### src/hdl/cpg_pkg.sv
// shared types and constants for the circle point generator
// no dependencies; imported by every module of the block
package cpg_pkg;

   localparam int COORD_BITS_DEFAULT = 12;
   localparam int SURF_BITS          = 12;
   localparam int DEC_BITS           = 16;
   localparam int CSR_IDX_BITS       = 2;

   localparam logic [SURF_BITS-1:0] SURF_WIDTH_RESET  = 12'd640;
   localparam logic [SURF_BITS-1:0] SURF_HEIGHT_RESET = 12'd480;

   typedef enum logic [0:0] {
      CMD_START = 1'b0,
      CMD_STEP  = 1'b1
   } cmd_type;

   typedef enum logic [CSR_IDX_BITS-1:0] {
      CSR_FILL_MODE   = 2'd0,
      CSR_SURF_WIDTH  = 2'd1,
      CSR_SURF_HEIGHT = 2'd2
   } csr_idx_type;

   // handoff from the walk stage to the burst register
   typedef struct packed {
      logic load;
      logic fill;
      logic done;
   } burst_ctrl_type;

endpackage

### src/hdl/cpg_walk.sv
// circle walk state, symmetric point calculation, clamping and error update
// depends on cpg_pkg
module cpg_walk #(
   parameter int COORD_BITS = cpg_pkg::COORD_BITS_DEFAULT
) (
   input  logic                               clock,
   input  logic                               reset,
   input  logic                               accept,
   input  logic                               command,
   input  logic signed [COORD_BITS-1:0]       center_x,
   input  logic signed [COORD_BITS-1:0]       center_y,
   input  logic [COORD_BITS-2:0]              radius,
   input  logic [31:0]                        pixel_color,
   input  logic                               fill_mode,
   input  logic [cpg_pkg::SURF_BITS-1:0]      surface_width,
   input  logic [cpg_pkg::SURF_BITS-1:0]      surface_height,
   output cpg_pkg::burst_ctrl_type            ctrl,
   output logic [COORD_BITS:0]                x_right,
   output logic [COORD_BITS:0]                x_left,
   output logic [COORD_BITS:0]                y_lower,
   output logic [COORD_BITS:0]                y_upper,
   output logic [31:0]                        color
);
   import cpg_pkg::*;

   localparam int OUT_W  = COORD_BITS + 1;
   localparam int CALC_W = ((COORD_BITS > SURF_BITS) ? COORD_BITS : SURF_BITS) + 2;
   localparam int SUM_W  = ((DEC_BITS > OUT_W) ? DEC_BITS : OUT_W) + 1;

   logic [COORD_BITS-1:0]        off_x_ff, off_x_in;
   logic signed [OUT_W-1:0]      off_y_ff, off_y_in;
   logic signed [DEC_BITS-1:0]   dec_ff, dec_in;
   logic signed [COORD_BITS-1:0] cx_ff, cx_in;
   logic signed [COORD_BITS-1:0] cy_ff, cy_in;
   logic [31:0]                  color_ff, color_in;

   logic signed [CALC_W-1:0] cx_w, cy_w, x_w, y_w;
   logic signed [CALC_W-1:0] xp_raw, xm_raw, yp_raw, ym_raw;
   logic signed [CALC_W-1:0] x_lim, y_lim;
   logic signed [CALC_W-1:0] xp_cl, xm_cl, yp_cl, ym_cl;

   logic signed [SUM_W-1:0]    dy_sum;
   logic                       walk_done, d_neg, d_pos, s_pos, is_step;
   logic [COORD_BITS:0]        x_inc;
   logic signed [OUT_W-1:0]    y_dec;
   logic [DEC_BITS-1:0]        xi_d, yd_d;
   logic signed [DEC_BITS-1:0] dec_a, dec_b, dec_c, dec_start;

   // point offsets around the held center
   assign cx_w = {{(CALC_W-COORD_BITS){cx_ff[COORD_BITS-1]}}, cx_ff};
   assign cy_w = {{(CALC_W-COORD_BITS){cy_ff[COORD_BITS-1]}}, cy_ff};
   assign x_w  = {{(CALC_W-COORD_BITS){1'b0}}, off_x_ff};
   assign y_w  = {{(CALC_W-OUT_W){off_y_ff[OUT_W-1]}}, off_y_ff};

   assign xp_raw = cx_w + x_w;
   assign xm_raw = cx_w - x_w;
   assign yp_raw = cy_w + y_w;
   assign ym_raw = cy_w - y_w;

   assign x_lim = {{(CALC_W-SURF_BITS){1'b0}}, surface_width}  - CALC_W'(1);
   assign y_lim = {{(CALC_W-SURF_BITS){1'b0}}, surface_height} - CALC_W'(1);

   // upper edges clamp to size minus one, left edge to -1, top edge to 0
   assign xp_cl = (xp_raw > x_lim) ? x_lim : xp_raw;
   assign yp_cl = (yp_raw > y_lim) ? y_lim : yp_raw;
   assign xm_cl = xm_raw[CALC_W-1] ? {CALC_W{1'b1}} : xm_raw;
   assign ym_cl = ym_raw[CALC_W-1] ? {CALC_W{1'b0}} : ym_raw;

   // error walk decision
   assign walk_done = off_y_ff[OUT_W-1];
   assign dy_sum    = {{(SUM_W-DEC_BITS){dec_ff[DEC_BITS-1]}}, dec_ff}
                    + {{(SUM_W-OUT_W){off_y_ff[OUT_W-1]}}, off_y_ff};
   assign d_neg     = dec_ff[DEC_BITS-1];
   assign d_pos     = !dec_ff[DEC_BITS-1] && (dec_ff != '0);
   assign s_pos     = !dy_sum[SUM_W-1] && (dy_sum != '0);

   assign x_inc = {1'b0, off_x_ff} + (COORD_BITS+1)'(1);
   assign y_dec = off_y_ff - OUT_W'(1);
   assign xi_d  = DEC_BITS'(x_inc);
   assign yd_d  = DEC_BITS'(y_dec);

   // decision arithmetic wraps at its register width
   assign dec_a = dec_ff + {xi_d[DEC_BITS-2:0], 1'b0} + DEC_BITS'(1);
   assign dec_b = dec_ff - {yd_d[DEC_BITS-2:0], 1'b0} - DEC_BITS'(1);
   assign dec_c = dec_ff + {xi_d[DEC_BITS-2:0], 1'b0} - {yd_d[DEC_BITS-2:0], 1'b0};
   assign dec_start = DEC_BITS'(1) - DEC_BITS'({radius, 1'b0});

   assign is_step = (command == CMD_STEP);

   always_comb begin
      off_x_in = off_x_ff;
      off_y_in = off_y_ff;
      dec_in   = dec_ff;
      cx_in    = cx_ff;
      cy_in    = cy_ff;
      color_in = color_ff;
      if (accept) begin
         if (!is_step) begin
            off_x_in = '0;
            off_y_in = OUT_W'(radius);
            dec_in   = dec_start;
            cx_in    = center_x;
            cy_in    = center_y;
            color_in = pixel_color;
         end else if (!walk_done) begin
            priority if (d_neg && !s_pos) begin
               off_x_in = x_inc[COORD_BITS-1:0];
               dec_in   = dec_a;
            end else if (d_pos && s_pos) begin
               off_y_in = y_dec;
               dec_in   = dec_b;
            end else begin
               off_x_in = x_inc[COORD_BITS-1:0];
               off_y_in = y_dec;
               dec_in   = dec_c;
            end
         end
      end
   end

   always_ff @(posedge clock) begin
      if (reset) begin
         off_x_ff <= '0;
         off_y_ff <= '1;
         dec_ff   <= '0;
         cx_ff    <= '0;
         cy_ff    <= '0;
         color_ff <= '0;
      end else begin
         off_x_ff <= off_x_in;
         off_y_ff <= off_y_in;
         dec_ff   <= dec_in;
         cx_ff    <= cx_in;
         cy_ff    <= cy_in;
         color_ff <= color_in;
      end
   end

   assign ctrl.load = accept && is_step;
   assign ctrl.fill = fill_mode;
   assign ctrl.done = walk_done;
   assign x_right   = xp_cl[OUT_W-1:0];
   assign x_left    = xm_cl[OUT_W-1:0];
   assign y_lower   = yp_cl[OUT_W-1:0];
   assign y_upper   = ym_cl[OUT_W-1:0];
   assign color     = color_ff;

endmodule

### src/hdl/cpg_burst.sv
// result register holding one step's points, sent one word per cycle while rsp_ready is high
// depends on cpg_pkg
module cpg_burst #(
   parameter int COORD_BITS = cpg_pkg::COORD_BITS_DEFAULT
) (
   input  logic                          clock,
   input  logic                          reset,
   input  cpg_pkg::burst_ctrl_type       ctrl,
   input  logic [COORD_BITS:0]           x_right,
   input  logic [COORD_BITS:0]           x_left,
   input  logic [COORD_BITS:0]           y_lower,
   input  logic [COORD_BITS:0]           y_upper,
   input  logic [31:0]                   color,
   output logic                          slot_free,
   output logic                          rsp_valid,
   input  logic                          rsp_ready,
   output logic signed [COORD_BITS:0]    rsp_x_start,
   output logic signed [COORD_BITS:0]    rsp_x_end,
   output logic signed [COORD_BITS:0]    rsp_row,
   output logic [31:0]                   rsp_color_out,
   output logic                          rsp_done_res,
   output logic                          rsp_last
);
   import cpg_pkg::*;

   localparam int OUT_W = COORD_BITS + 1;

   logic             valid_ff, valid_in;
   logic [1:0]       beat_ff, beat_in;
   logic             fill_ff, done_ff;
   logic [OUT_W-1:0] xr_ff, xl_ff, yl_ff, yu_ff;
   logic [31:0]      color_ff;
   logic             take, last_beat;
   logic [OUT_W-1:0] col_sel, row_sel;

   // done: single word; fill: two spans; outline: four points
   assign last_beat = done_ff || (fill_ff ? (beat_ff == 2'd1) : (beat_ff == 2'd3));
   assign take      = valid_ff && rsp_ready;
   assign slot_free = !valid_ff || (rsp_ready && last_beat);

   always_comb begin
      valid_in = valid_ff;
      beat_in  = beat_ff;
      if (take) begin
         beat_in = beat_ff + 2'd1;
         if (last_beat) begin
            valid_in = 1'b0;
         end
      end
      if (ctrl.load) begin
         valid_in = 1'b1;
         beat_in  = '0;
      end
   end

   always_ff @(posedge clock) begin
      if (reset) begin
         valid_ff <= 1'b0;
         beat_ff  <= '0;
      end else begin
         valid_ff <= valid_in;
         beat_ff  <= beat_in;
      end
   end

   always_ff @(posedge clock) begin
      if (ctrl.load) begin
         fill_ff  <= ctrl.fill;
         done_ff  <= ctrl.done;
         xr_ff    <= x_right;
         xl_ff    <= x_left;
         yl_ff    <= y_lower;
         yu_ff    <= y_upper;
         color_ff <= color;
      end
   end

   assign col_sel = beat_ff[1] ? xl_ff : xr_ff;
   assign row_sel = beat_ff[0] ? yu_ff : yl_ff;

   assign rsp_valid     = valid_ff;
   assign rsp_x_start   = done_ff ? '0 : (fill_ff ? xr_ff : col_sel);
   assign rsp_x_end     = done_ff ? '0 : (fill_ff ? xl_ff : col_sel);
   assign rsp_row       = done_ff ? '0 : row_sel;
   assign rsp_color_out = color_ff;
   assign rsp_done_res  = done_ff;
   assign rsp_last      = last_beat;

   a_done_single : assert property (@(posedge clock) disable iff (reset)
      (valid_ff && done_ff) |-> (rsp_last && beat_ff == 2'd0 && rsp_row == '0))
      else $error("done word is not a lone last word");

   a_outline_point : assert property (@(posedge clock) disable iff (reset)
      (valid_ff && !fill_ff && !done_ff) |-> (rsp_x_start == rsp_x_end))
      else $error("outline point with distinct span ends");

   a_no_overwrite : assert property (@(posedge clock) disable iff (reset)
      (ctrl.load && valid_ff) |-> (rsp_ready && rsp_last))
      else $error("new step loaded over undelivered words");

   a_burst_continues : assert property (@(posedge clock) disable iff (reset)
      (take && !last_beat) |=> (valid_ff && beat_ff == $past(beat_ff) + 2'd1))
      else $error("burst dropped before its last word");

endmodule

### src/hdl/circle_point_generator_core.sv
// top level of the circle point generator: config registers, walk and burst
// depends on cpg_pkg, cpg_walk, cpg_burst
//
// Midpoint circle rasterizer. A start word (command 0) loads center, radius and
// color and is taken with no result. Each step word (command 1)
// yields the symmetric points of the current offset and advances the error walk:
// four single points in outline mode, two horizontal spans in fill mode, or one
// done word once the walk has finished (also for a step right after reset).
// Step arithmetic and clamping run in the same cycle the word is taken; the
// points are parked in a result register and leave one word per cycle while
// rsp_ready is high; further requests wait until the final word of a step. The
// next request can be taken in the cycle the final word of a step is taken.
// Configuration writes are taken at any time, but are meant for idle periods.
module circle_point_generator_core #(
   parameter int COORD_BITS = cpg_pkg::COORD_BITS_DEFAULT
) (
   input  logic                               clock,
   input  logic                               reset,
   // request channel
   input  logic                               req_valid,
   output logic                               req_ready,
   input  logic                               req_command,
   input  logic signed [COORD_BITS-1:0]       req_center_x,
   input  logic signed [COORD_BITS-1:0]       req_center_y,
   input  logic [COORD_BITS-2:0]              req_radius,
   input  logic [31:0]                        req_pixel_color,
   // response channel
   output logic                               rsp_valid,
   input  logic                               rsp_ready,
   output logic signed [COORD_BITS:0]         rsp_x_start,
   output logic signed [COORD_BITS:0]         rsp_x_end,
   output logic signed [COORD_BITS:0]         rsp_row,
   output logic [31:0]                        rsp_color_out,
   output logic                               rsp_done_res,
   output logic                               rsp_last,
   // register write channel
   input  logic                               csr_valid,
   output logic                               csr_ready,
   input  logic [cpg_pkg::CSR_IDX_BITS-1:0]   csr_index,
   input  logic [cpg_pkg::SURF_BITS-1:0]      csr_data
);
   import cpg_pkg::*;

   logic                 fill_mode_ff, fill_mode_in;
   logic [SURF_BITS-1:0] surf_w_ff, surf_w_in;
   logic [SURF_BITS-1:0] surf_h_ff, surf_h_in;

   logic                 req_take;
   logic                 slot_free;
   burst_ctrl_type       burst_ctrl;
   logic [COORD_BITS:0]  x_right, x_left, y_lower, y_upper;
   logic [31:0]          walk_color;

   // config registers, always writable
   assign csr_ready = 1'b1;

   always_comb begin
      fill_mode_in = fill_mode_ff;
      surf_w_in    = surf_w_ff;
      surf_h_in    = surf_h_ff;
      if (csr_valid) begin
         unique case (csr_idx_type'(csr_index))
            CSR_FILL_MODE:   fill_mode_in = csr_data[0];
            CSR_SURF_WIDTH:  surf_w_in    = csr_data;
            CSR_SURF_HEIGHT: surf_h_in    = csr_data;
            default:         ; // unmapped index, write dropped
         endcase
      end
   end

   always_ff @(posedge clock) begin
      if (reset) begin
         fill_mode_ff <= 1'b0;
         surf_w_ff    <= SURF_WIDTH_RESET;
         surf_h_ff    <= SURF_HEIGHT_RESET;
      end else begin
         fill_mode_ff <= fill_mode_in;
         surf_w_ff    <= surf_w_in;
         surf_h_ff    <= surf_h_in;
      end
   end

   // a request is taken whenever the result register is empty or emptying
   assign req_ready = slot_free;
   assign req_take  = req_valid && slot_free;

   cpg_walk #(
      .COORD_BITS (COORD_BITS)
   ) u_walk (
      .clock          (clock),
      .reset          (reset),
      .accept         (req_take),
      .command        (req_command),
      .center_x       (req_center_x),
      .center_y       (req_center_y),
      .radius         (req_radius),
      .pixel_color    (req_pixel_color),
      .fill_mode      (fill_mode_ff),
      .surface_width  (surf_w_ff),
      .surface_height (surf_h_ff),
      .ctrl           (burst_ctrl),
      .x_right        (x_right),
      .x_left         (x_left),
      .y_lower        (y_lower),
      .y_upper        (y_upper),
      .color          (walk_color)
   );

   // points of one step, delivered in order with last on the final word
   cpg_burst #(
      .COORD_BITS (COORD_BITS)
   ) u_burst (
      .clock         (clock),
      .reset         (reset),
      .ctrl          (burst_ctrl),
      .x_right       (x_right),
      .x_left        (x_left),
      .y_lower       (y_lower),
      .y_upper       (y_upper),
      .color         (walk_color),
      .slot_free     (slot_free),
      .rsp_valid     (rsp_valid),
      .rsp_ready     (rsp_ready),
      .rsp_x_start   (rsp_x_start),
      .rsp_x_end     (rsp_x_end),
      .rsp_row       (rsp_row),
      .rsp_color_out (rsp_color_out),
      .rsp_done_res  (rsp_done_res),
      .rsp_last      (rsp_last)
   );

endmodule

### config.mk
export PLATFORM = sky130hd
export DESIGN_NAME = circle_point_generator_core
export DESIGN_NICKNAME = d
export VERILOG_FILES = /design/src/hdl/cpg_pkg.sv /design/src/hdl/cpg_walk.sv /design/src/hdl/cpg_burst.sv /design/src/hdl/circle_point_generator_core.sv
export SDC_FILE = /design/constraint.sdc
export NUM_CORES = 1
export LEC_CHECK = 0
export BUFFER_PORTS_ARGS = -buffer_cell sky130_fd_sc_hd__buf_4
export CAP_MARGIN = 15
export CORE_MARGIN = 2
export CORE_UTILIZATION = 65
export DETAILED_ROUTE_END_ITERATION = 7
export MAX_ROUTING_LAYER = met4
export PLACE_DENSITY = 0.87
export RECOVER_POWER = 100
export SYNTH_ARGS = -nofsm -noshare
export SYNTH_HDL_FRONTEND = slang
export SYNTH_SLANG_ARGS = --single-unit
### constraint.sdc
create_clock -name clock -period 10.1 [get_ports clock]
set_input_delay 0 -clock clock [delete_from_list [all_inputs] [get_ports clock]]
set_output_delay 0 -clock clock [all_outputs]
set_load 0.02 [all_outputs]
# Word-level counts from Yosys, hierarchy flattened
# Index checks and enable logic that the tools add are counted.
word_totals:
  inputBits: 87
  out_inout_bits: 76
  reg_bits: 211
classes:
  reduce_logical: 28
  eq_ne: 7
  n_addsub: 16
  n_mux: 24
  bitwise: 1
  n_lt_le_gt_ge: 2
op_table:
  columns: ["op", "count"]
  rows:
  - ["2-to-1 mux 13 bit", 12]
  - ["2-to-1 mux 16 bit", 4]
  - ["2-to-1 mux 12 bit", 4]
  - ["subtractor 16 bit", 2]
  - ["adder 12 x 13 -> 14 bit", 2]
  - ["greater-than comparator 14 x 13 -> 1 bit", 2]
  - ["subtractor 12 x 13 -> 14 bit", 2]
  - ["subtractor 12 x 1 -> 13 bit, second input constant", 2]
  - ["adder 16 x 13 -> 17 bit", 1]
  - ["nonzero test 17 bit", 1]
  - ["adder 16 x 1 -> 16 bit, second input constant", 1]
  - ["adder 16 x 14 -> 16 bit", 1]
  - ["nonzero test 16 bit", 1]
  - ["subtractor 16 x 1 -> 16 bit, second input constant", 1]
  - ["adder 12 x 1 -> 13 bit, second input constant", 1]
  - ["subtractor 1 x 12 -> 13 bit, first input constant", 1]
  - ["subtractor 13 x 2 -> 13 bit, second input constant", 1]
  - ["AND reduction 2 bit", 6]
  - ["logical AND 1 bit", 8]
  - ["AND reduction 3 bit", 2]
  - ["== test 2 x 1 -> 1 bit, second input constant", 2]
  - ["== test 2 bit, second input constant", 2]
  - ["zero test 1 bit", 4]
  - ["2-to-1 mux 1 bit", 4]
  - ["8 further kinds", 11]

# Logic depth before layout (Yosys ltp)
# Gate-level depths: netlist (run 1).
logic_depth:
  ltp_word: 9
  mapped_depth: 23
  mapped_depth_nobuf: 22

# Cells and area by module
# Synthesis (run 1) repeated with hierarchy kept, for this count alone.
unflattened:
  hier_cells: 1821
  hier_area_um2: 15413.5
modules_own_cells:
  columns: ["mod", "cells_each", "area_each_um2", "n_inst", "seq_area_each_um2"]
  rows:
  - ["cpg_walk", 1495, 11031.8, 1, 1941.9]
  - ["cpg_burst", 221, 3305.7, 1, 2642.5]
  - ["circle_point_generator_core", 105, 1076.0, 1, 500.5]

# Worst setup path after synthesis (run 1)
# Ideal clock, no wire load.
synth_path:
  kind: "reg-to-reg"
  from: "register u_walk.off_x_ff[1]"
  to: "register u_walk.dec_ff[15]"
  path_slack_ps: 5575
  t_arrival_ps: 4403
  path_buffers: 0
  path_stages_with_launch: 20
  setup_ps: 122
  path_cell_list: "dfxtp_1 ha_1 nand3_1 xnor2_1 ha_1 a21oi_1 o22ai_1 o41a_1 a31oi_1 o21bai_1 a21oi_1 xnor2_1 ha_1 nor2b_1 o21a_1 a311oi_2 xnor3_1 mux2i_1 xor2_1 a21oi_1"
synth_via:
  elab_chain_cells: 7
synth_lines:
  columns: ["item", "line", "rtl"]
  rows:
  - ["start: declaration", "cpg_walk.sv:30", "logic [COORD_BITS-1:0] off_x_ff, off_x_in;"]
  - ["start signal: assignment", "cpg_walk.sv:130", "off_x_ff <= off_x_in;"]
  - ["adder 12 x 1 -> 13 bit *", "cpg_walk.sv:77", "assign x_inc = {1'b0, off_x_ff} + (COORD_BITS+1)'(1);"]
  - ["adder 16 x 14 -> 16 bit *", "cpg_walk.sv:83, cpg_walk.sv:85", null]
  - ["subtractor 16 bit", "cpg_walk.sv:85", "assign dec_c = dec_ff + {xi_d[DEC_BITS-2:0], 1'b0} - {yd_d[DEC_BITS-2:0], 1'b0};"]
  - ["2-to-1 mux 16 bit", "cpg_walk.sv:109", "end else if (d_pos && s_pos) begin"]
  - ["2-to-1 mux 16 bit *", "cpg_walk.sv:106", "priority if (d_neg && !s_pos) begin"]
  - ["2-to-1 mux 16 bit *", "cpg_walk.sv:105", "end else if (!walk_done) begin"]
  - ["2-to-1 mux 16 bit *", "cpg_walk.sv:98", "if (!is_step) begin"]
  - ["end signal: assignment", "cpg_walk.sv:132", "dec_ff <= dec_in;"]
  - ["end: declaration", "cpg_walk.sv:32", "logic signed [DEC_BITS-1:0] dec_ff, dec_in;"]
# Every way passes the cells marked *; elsewhere a longest branch is shown, timed or not. The select of a mux whose other input is x is not followed.
# A chain may end at the register's enable or synchronous reset.

==> impl_metrics.ini, run 1 <==
[run_status]
outcome = complete, but fails checks
violated_checks = max-capacitance violations, max-slew violations

[cts]
cts_buffer_depth = 3
clk_latency_ns = 0.53
clk_root_buffer_cell = sky130_fd_sc_hd__clkbuf_16
clkSinkCount = 211
h-tree-depth = 1
cts_tree = yes
path_clk_slew_ns = 0.06
cts_made_buffers = 23
gates_resized_cts_repair = 0

[logic_synthesis]
synth.cell_area_mm2 = 0.01515
synth.ff_latch_count = 211
yosys_warnings = 0
synthFlopType = sky130_fd_sc_hd__dfxtp_1
ys_async_sr_fraction_pct = 0
synth_top_cells_by_area = sky130_fd_sc_hd__edfxtp_1 17%, sky130_fd_sc_hd__dfxtp_1 17%, sky130_fd_sc_hd__ha_1 12%, sky130_fd_sc_hd__nand2_1 7.1%, sky130_fd_sc_hd__a21oi_1 6.3%
synth_area_per_cell_um2 = 8.464
synth_seq_area_share_pct = 33.56
postSynthNetCount = 2032
number_of_enable_type_register_cells_in_the_synthesized_netlist = 86
netlist_instances = 1790
yosysTopAreaCell = sky130_fd_sc_hd__edfxtp_1
netlist-cell-type-count = 82
yosysTopAreaCellShare_pct = 17.05

[worst_setup_path]
critical_path.startpoint_type = flop
path_delay_family = buffers and inverters
cp_data_required_time_ns = 10.14
cpPeakStageDelay_ns = 2.56
critical-path-slowest-cell = sky130_fd_sc_hd__clkbuf_1
worstSetupEndpointType = flop
crit_path_cell_chain = clkbuf_1 -> a21o_1 -> nand2_1 -> nand2_1 -> nand2_1 -> inv_1 -> nand2_1 -> clkinvlp_2 -> clkbuf_1
timing_worst_setup_path_type = flop to flop
worst-endpoint-arrival_ns = 6.77
number_of_buffers_and_inverters_on_the_critical_path = 4
path_max_fanout = 61
worst_path_most_repeated_cell = sky130_fd_sc_hd__nand2_1

[sta]
report.final.hold_viol_count = 0
clock-skew-final_ns = 0.02430
period_minus_slack_ns = 6.730
holdWs_ns = 0.03532
min_period_over_period_pct = 66.64
worst-slew-pin-transition_ns = 3.567
max-slew-margin-rel_pct = -137.8
clock.fmax_mhz = 148.6
drv_slew = 316
report.final.setup_viol = 0
grt_setup_unrepaired = no
fin_tns_setup_ns = 0

[global_routing]
grt_overflow_total = 0
grt_max_degree = 65
grt_pass1_wl_um = 71990
grt_use_total_pct = 37.72
first_global_vias = 14110
initial_antenna_violation_count = 2

[floorplanning]
die_w_um = 156.7
start_util_pct = 66.51
io_pins = 163
core_region_area_mm2 = 0.02278
die_y_um = 156.7
std_cell_rows = 55
die-area_mm2 = 0.02455

[placed_design]
finalWeightedCongestion = 0.9854
post-dp-hpwl_um = 31200
numPortBuffers = 161
numPlacedInstances = 2213

[power]
power_frac_seq_pct = 37.8
leakagePower_nw = 7.488
internal-power_mw = 1.806
design_power_total_mw = 2.679
power.switching_fraction_pct = 32.56
combPwrFrac_pct = 28.8
total_switching_power_mw = 0.8721
power.density_cell_area_mw_per_mm2 = 148.8
clock_power_share_pct = 33.3
vdd.ir_drop.worst_uv = 146.8

[final_layout]
final_cells = 2351
num-nets-final = 2262
area.growth.synth_to_final_pct = 18.77
drive_above_1_share_pct = 7.859
final_util_pct = 79.00

[drt]
number_of_drc_violations_after_detailed_routing = 0
avgRoutedWirePerCell_um = 19.53
detail_route.iter0.violations = 1671
route.detailed.vias_per_inst = 6.244
vias = 14680
ant_nets = 0
drtPass1Iterations = 8
postRouteWirelength_um = 45920

[flow_run]
maxCapViolations = 7

[hold_path]
hold_path.class = input port to flop
[final timing paths]
kind,from,end,slack (ns),depth (start not counted)
max,u_burst.rsp_done_res$_DFFE_PP_,u_burst.rsp_color_out[7]$_DFFE_PP_,3.37,9
min,csr_valid,fill_mode_ff$_SDFFE_PP0P_,0.04,4
max reg2reg,u_burst.rsp_done_res$_DFFE_PP_,u_burst.rsp_color_out[7]$_DFFE_PP_,3.37,9
min reg2reg,u_walk.color[27]$_SDFFE_PP0P_,u_burst.rsp_color_out[27]$_DFFE_PP_,0.42,0
[placed cells by master, fill, tap and decap left out, types with 10 or more instances in the layout]
cell                            count
sky130_fd_sc_hd__nand2_1          286
sky130_fd_sc_hd__a21oi_1          192
sky130_fd_sc_hd__ha_1             147
sky130_fd_sc_hd__dfxtp_1          125
sky130_fd_sc_hd__nor2_1           121
sky130_fd_sc_hd__inv_1            101
sky130_fd_sc_hd__dlygate4sd3_1     95
sky130_fd_sc_hd__xnor2_1           90
sky130_fd_sc_hd__buf_4             90
sky130_fd_sc_hd__edfxtp_1          86
sky130_fd_sc_hd__clkbuf_1          85
sky130_fd_sc_hd__o21ai_0           82
sky130_fd_sc_hd__xor2_1            41
sky130_fd_sc_hd__nand3_1           41
sky130_fd_sc_hd__mux2i_1           40
sky130_fd_sc_hd__nor3_1            40
sky130_fd_sc_hd__nand2b_1          35
sky130_fd_sc_hd__nor2b_1           25
sky130_fd_sc_hd__o21a_1            25
sky130_fd_sc_hd__clkbuf_16         24
sky130_fd_sc_hd__o21bai_1          17
sky130_fd_sc_hd__and3_1            15
sky130_fd_sc_hd__nand4_1           14
sky130_fd_sc_hd__a21o_1            13
sky130_fd_sc_hd__nor4_1            12
sky130_fd_sc_hd__a221oi_1          12
sky130_fd_sc_hd__a21boi_0          10
[sequential cells by signal (all words and copies together), names as in the netlist]
name / cells
fill_mode_ff: 1
surf_h_ff: 12
surf_w_ff: 12
u_burst.beat_ff: 2
u_burst.fill_ff: 1
u_burst.rsp_color_out: 32
u_burst.rsp_done_res: 1
u_burst.rsp_valid: 1
u_burst.xl_ff: 13
u_burst.xr_ff: 13
u_burst.yl_ff: 13
u_burst.yu_ff: 13
u_walk.color: 32
u_walk.cx_ff: 12
u_walk.cy_ff: 12
u_walk.dec_ff: 16
u_walk.off_x_ff: 12
u_walk.off_y_ff: 13
[power by group through the flow]
stage,Sequential (mW),Combinational [mW],Clock (mW)
finish,1.01,0.772,0.893
global route,1.02,0.846,0.923
CTS,1.01,0.769,0.883
detailed placement,1.03,0.733,0
global placement,1.02,0.709,0
floorplan,1.02,0.538,0
[area by class of cell]
| type | instances | area [um^2] |
|---|---|---|
| timing repair buffer | 269 | 1942 |
| multi-input combinational | 1412 | 9388 |
| clock buffer | 30 | 673.1 |
| antenna | 2 | 5.005 |
| tap | 313 | 391.6 |
| clock inverter | 11 | 122.6 |
| sequential | 211 | 5085 |
| inverter | 103 | 387.9 |
| fill | 1533 | 4783 |
[kinds of logic (layout without fill, tap and decap cells)]
| kind of cell | after synthesis | in the layout | synth area share [%] |
|---|---|---|---|
| flip-flops | 211 | 211 | 33.56 |
| XOR/XNOR | 137 | 137 | 8.390 |
| adder cells (fa/ha/maj) | 155 | 155 | 13.20 |
| multiplexers | 44 | 44 | 2.940 |
| buffers and inverters | 167 | 413 | 4.385 |
| AO/OA/AOI/OAI | 440 | 440 | 18.09 |
| other | 1 | 3 | 0.02475 |
| AND/OR/NAND/NOR | 635 | 635 | 19.41 |
[Yosys cell counts (all sizes together) (40+ instances only)]
cell type	n
clkbuf	51
a21oi	193
o21ai	84
xnor2	92
ha	147
nor2	123
nand3	41
nor3	40
nand2	287
xor2	41
inv	103
dfxtp	125
mux2i	40
edfxtp	86
[worst register-to-register path: stages (launching register included)]
cell                         delay [ns]
sky130_fd_sc_hd__edfxtp_1          0.34
sky130_fd_sc_hd__clkbuf_1          1.27
sky130_fd_sc_hd__a21o_1            0.18
sky130_fd_sc_hd__nand2_1           0.07
sky130_fd_sc_hd__nand2_1           0.13
sky130_fd_sc_hd__nand2_1           0.33
sky130_fd_sc_hd__inv_1             0.30
sky130_fd_sc_hd__nand2_1           0.20
sky130_fd_sc_hd__clkinvlp_2        0.81
sky130_fd_sc_hd__clkbuf_1          2.56
[per-stage QoR]
stage	setup slack [ns]	cell area (um^2)
finish	3.370	17990
global route	2.956	17990
CTS	4.913	18340
detailed placement	4.965	16590
global placement	5.191	16590
floorplan	5.575	15150
[what timing repair did]
item / 4_1_cts / 5_1_grt
buffers inserted: 0 / 0
endpoints found under the hold margin: 115 / 0
hold buffers: 95 / 0
[per-layer routing]
layer	share of wire (%)	GRT usage, %	vias up
met5	0	-	-
met2	47	62.18	837
li1	-	-	6776
met3	9.7	7.366	199
met1	38	45.23	6867
met4	4.7	16.12	0
(Power assumes the default switching activity.)
==> run 2: changes to the inputs <==
Settings changed: ABC_AREA set to 1, CORE_UTILIZATION 65 to 55, PLACE_DENSITY 0.87 to 0.78.
Clock period 10.1 ns to 6 ns, I/O delays scaled along.
==> run 2 against run 1 <==
The run still ends with max-capacitance violations, max-slew violations left. Hold slack better by 0.068 ns. Clock skew increased by 0.0042 ns. Fmax rose by 31%. Final area grew 4.8%. Global-route usage is 4.9 points lower. Utilization fell by 13 points. First-iteration DRC count down 16%. Register-to-register slack worse by 2.5 ns. Wire length increased by 8.6%. Largest power group unchanged. Highest routed layer unchanged.
==> impl_metrics.ini, run 2 <==
[run_status]
outcome = complete, but fails checks
violated_checks = max-capacitance violations, max-slew violations

[power]
internal-power_mw = 3.080
combPwrFrac_pct = 33.9
design_power_total_mw = 4.855
leakagePower_nw = 8.810
vdd.ir_drop.worst_uv = 220.9
power.density_cell_area_mw_per_mm2 = 257.4
clock_power_share_pct = 30.2
power.switching_fraction_pct = 36.57
power_frac_seq_pct = 35.9
total_switching_power_mw = 1.776

[placed_design]
worst_setup_timing_slack_at_the_placement_stage_ns = 1.580
numPortBuffers = 161
finalWeightedCongestion = 0.9832
post-dp-hpwl_um = 36190

[drt]
detail_route.iter0.violations = 1409
route.detailed.vias_per_inst = 5.650
number_of_drc_violations_after_detailed_routing = 0
avgRoutedWirePerCell_um = 17.43
vias = 16170
ant_nets = 0
postRouteWirelength_um = 49880
drtPass1Iterations = 6

[sta]
holdWs_ns = 0.1029
min_period_over_period_pct = 85.90
drv_slew = 86
fin_tns_setup_ns = 0
max-slew-margin-rel_pct = -54.89
report.final.setup_viol = 0
report.final.hold_viol_count = 0
postLayoutSetupSlackWorst_ns = 0.8461
worst-slew-pin-transition_ns = 2.315
grt_setup_unrepaired = no
clock-skew-final_ns = 0.02846
clock.fmax_mhz = 194.0
period_minus_slack_ns = 5.154

[cts]
post_cts_buffers = 0
h-tree-depth = 1
cts_made_buffers = 24
cts_buffer_depth = 3
clk_root_buffer_cell = sky130_fd_sc_hd__clkbuf_16
cts_hold_buf = 89
clk_latency_ns = 0.53
cts_tree = yes
path_clk_slew_ns = 0.06
clkSinkCount = 211
gates_resized_cts_repair = 0

[worst_setup_path]
path_delay_family = buffers and inverters
critical_path.startpoint_type = flop
worst_path_most_repeated_cell = sky130_fd_sc_hd__nand2_1
cp_data_required_time_ns = 6.44
path_max_fanout = 28
number_of_buffers_and_inverters_on_the_critical_path = 4
worstSetupEndpointType = flop
crit_path_cell_chain = inv_1 -> o21ai_0 -> nand2_1 -> nand2_1 -> nand2_1 -> inv_1 -> nand2_1 -> inv_1 -> o21ai_0 -> inv_2 -> nand3_1 -> a21oi_1
timing_worst_setup_path_type = flop to flop
cpPeakStageDelay_ns = 0.91
worst-endpoint-arrival_ns = 5.59
critical-path-slowest-cell = sky130_fd_sc_hd__edfxtp_1

[logic_synthesis]
synth.cell_area_mm2 = 0.01607
yosysTopAreaCellShare_pct = 16.07
ys_async_sr_fraction_pct = 0
yosysTopAreaCell = sky130_fd_sc_hd__edfxtp_1
synth_seq_area_share_pct = 31.64
netlist-cell-type-count = 57
postSynthNetCount = 2493
synth_top_cells_by_count = 497 x sky130_fd_sc_hd__nand2_1, 255 x sky130_fd_sc_hd__inv_1, 234 x sky130_fd_sc_hd__a21oi_1
synthMostInstantiatedCell = sky130_fd_sc_hd__nand2_1
synth_area_per_cell_um2 = 7.139
yosys_warnings = 0
netlist_instances = 2251
synthFlopType = sky130_fd_sc_hd__dfxtp_1
synth.ff_latch_count = 211
number_of_enable_type_register_cells_in_the_synthesized_netlist = 86
synth_top_cells_by_area = sky130_fd_sc_hd__edfxtp_1 16%, sky130_fd_sc_hd__dfxtp_1 16%, sky130_fd_sc_hd__nand2_1 12%, sky130_fd_sc_hd__ha_1 11%, sky130_fd_sc_hd__a21oi_1 7.3%

[floorplanning]
std_cell_rows = 62
die-area_mm2 = 0.03060
core_region_area_mm2 = 0.02870
start_util_pct = 55.99
die_y_um = 174.9
io_pins = 163
die_w_um = 174.9

[global_routing]
first_global_vias = 15630
grt_use_total_pct = 32.79
initial_antenna_violation_count = 0
grt_overflow_total = 0
grt_max_degree = 79
grt_pass1_wl_um = 79530

[hold_path]
hold_path.class = input port to flop

[final_layout]
final_util_pct = 65.71
num-nets-final = 2701
mostFrequentLayoutCells = 498 x sky130_fd_sc_hd__nand2_1, 257 x sky130_fd_sc_hd__inv_1, 234 x sky130_fd_sc_hd__a21oi_1
mostFrequentLayoutCell = sky130_fd_sc_hd__nand2_1
drive_above_1_share_pct = 6.863
area.growth.synth_to_final_pct = 17.37
nFillCells = 2554

[flow_run]
maxCapViolations = 3
-- run 2: final cells by class --
| cell class | count | area [um^2] | area share, % |
|---|---|---|---|
| Clock inverter | 9 | 82.58 | 0.4378 |
| Timing Repair Buffer | 258 | 1876 | 9.944 |
| Tap cell | 384 | 480.5 | 2.547 |
| Multi-Input combinational cell | 1700 | 9642 | 51.12 |
| Clock buffer | 35 | 703.2 | 3.728 |
| Inverter | 264 | 991.0 | 5.254 |
| Sequential cell | 211 | 5085 | 26.96 |
| Antenna cell | 1 | 2.502 | 0.01327 |
-- run 2: stage by stage --
step	cell area (um^2)	cells
after floorplan	16070	2251
after global placement	17520	2728
after detailed placement	17520	2728
after CTS	19190	2861
after global routing	18860	2861
final	18860	2862
-- run 2: worst paths after layout --
kind	from	endpoint	depth (start not counted)	slack, ns
setup / recovery	u_burst.rsp_done_res$_DFFE_PP_	u_walk.off_x_ff[2]$_SDFFE_PP0P_	12	0.85
hold / removal	req_valid	u_burst.rsp_valid$_SDFFE_PP0P_	5	0.10
setup reg to reg	u_burst.rsp_done_res$_DFFE_PP_	u_walk.off_x_ff[2]$_SDFFE_PP0P_	12	0.85
hold reg to reg	u_walk.color[5]$_SDFFE_PP0P_	u_burst.rsp_color_out[5]$_DFFE_PP_	0	0.43
-- run 2: cells by family (layout without fill, tap and decap cells) --
family | count (synthesis) | after routing | share of synthesized area, %
flops | 211 | 211 | 31.64
mux | 1 | 1 | 0.06229
xor+xnor | 110 | 110 | 6.205
simple gates | 972 | 972 | 25.93
compound gates | 461 | 461 | 15.50
buf+inv | 340 | 566 | 8.198
fa+ha+maj | 155 | 155 | 12.44
other cells | 1 | 2 | 0.02333
-- run 2: worst reg2reg max path: cells and delay by family (launching register included) --
| family | cells | cell delay, ns |
|---|---|---|
| DFF | 1 | 0.91 |
| buffers and inverters | 4 | 1.93 |
| AOI/OAI and AO/OA | 3 | 1.14 |
| and+or+nand+nor | 5 | 1.06 |
-- run 2: per-layer routing --
metal	vias up	track usage, %	share of wire [%]	routed length (um)
li1	7891	-	-	-
met1	7496	41.46	43	21540
met2	656	55.07	47	23460
met3	128	3.590	6.7	3328
met4	0	10.56	3.1	1549
met5	-	-	0	0
-- run 2: power groups by stage --
stage	combinational, mW	clock (mW)	sequential [mW]
after floorplan	1.18	0	1.73
after global placement	1.57	0	1.76
after detailed placement	1.59	0	1.77
after CTS	1.65	1.48	1.74
after global routing	1.84	1.54	1.75
final	1.65	1.47	1.74
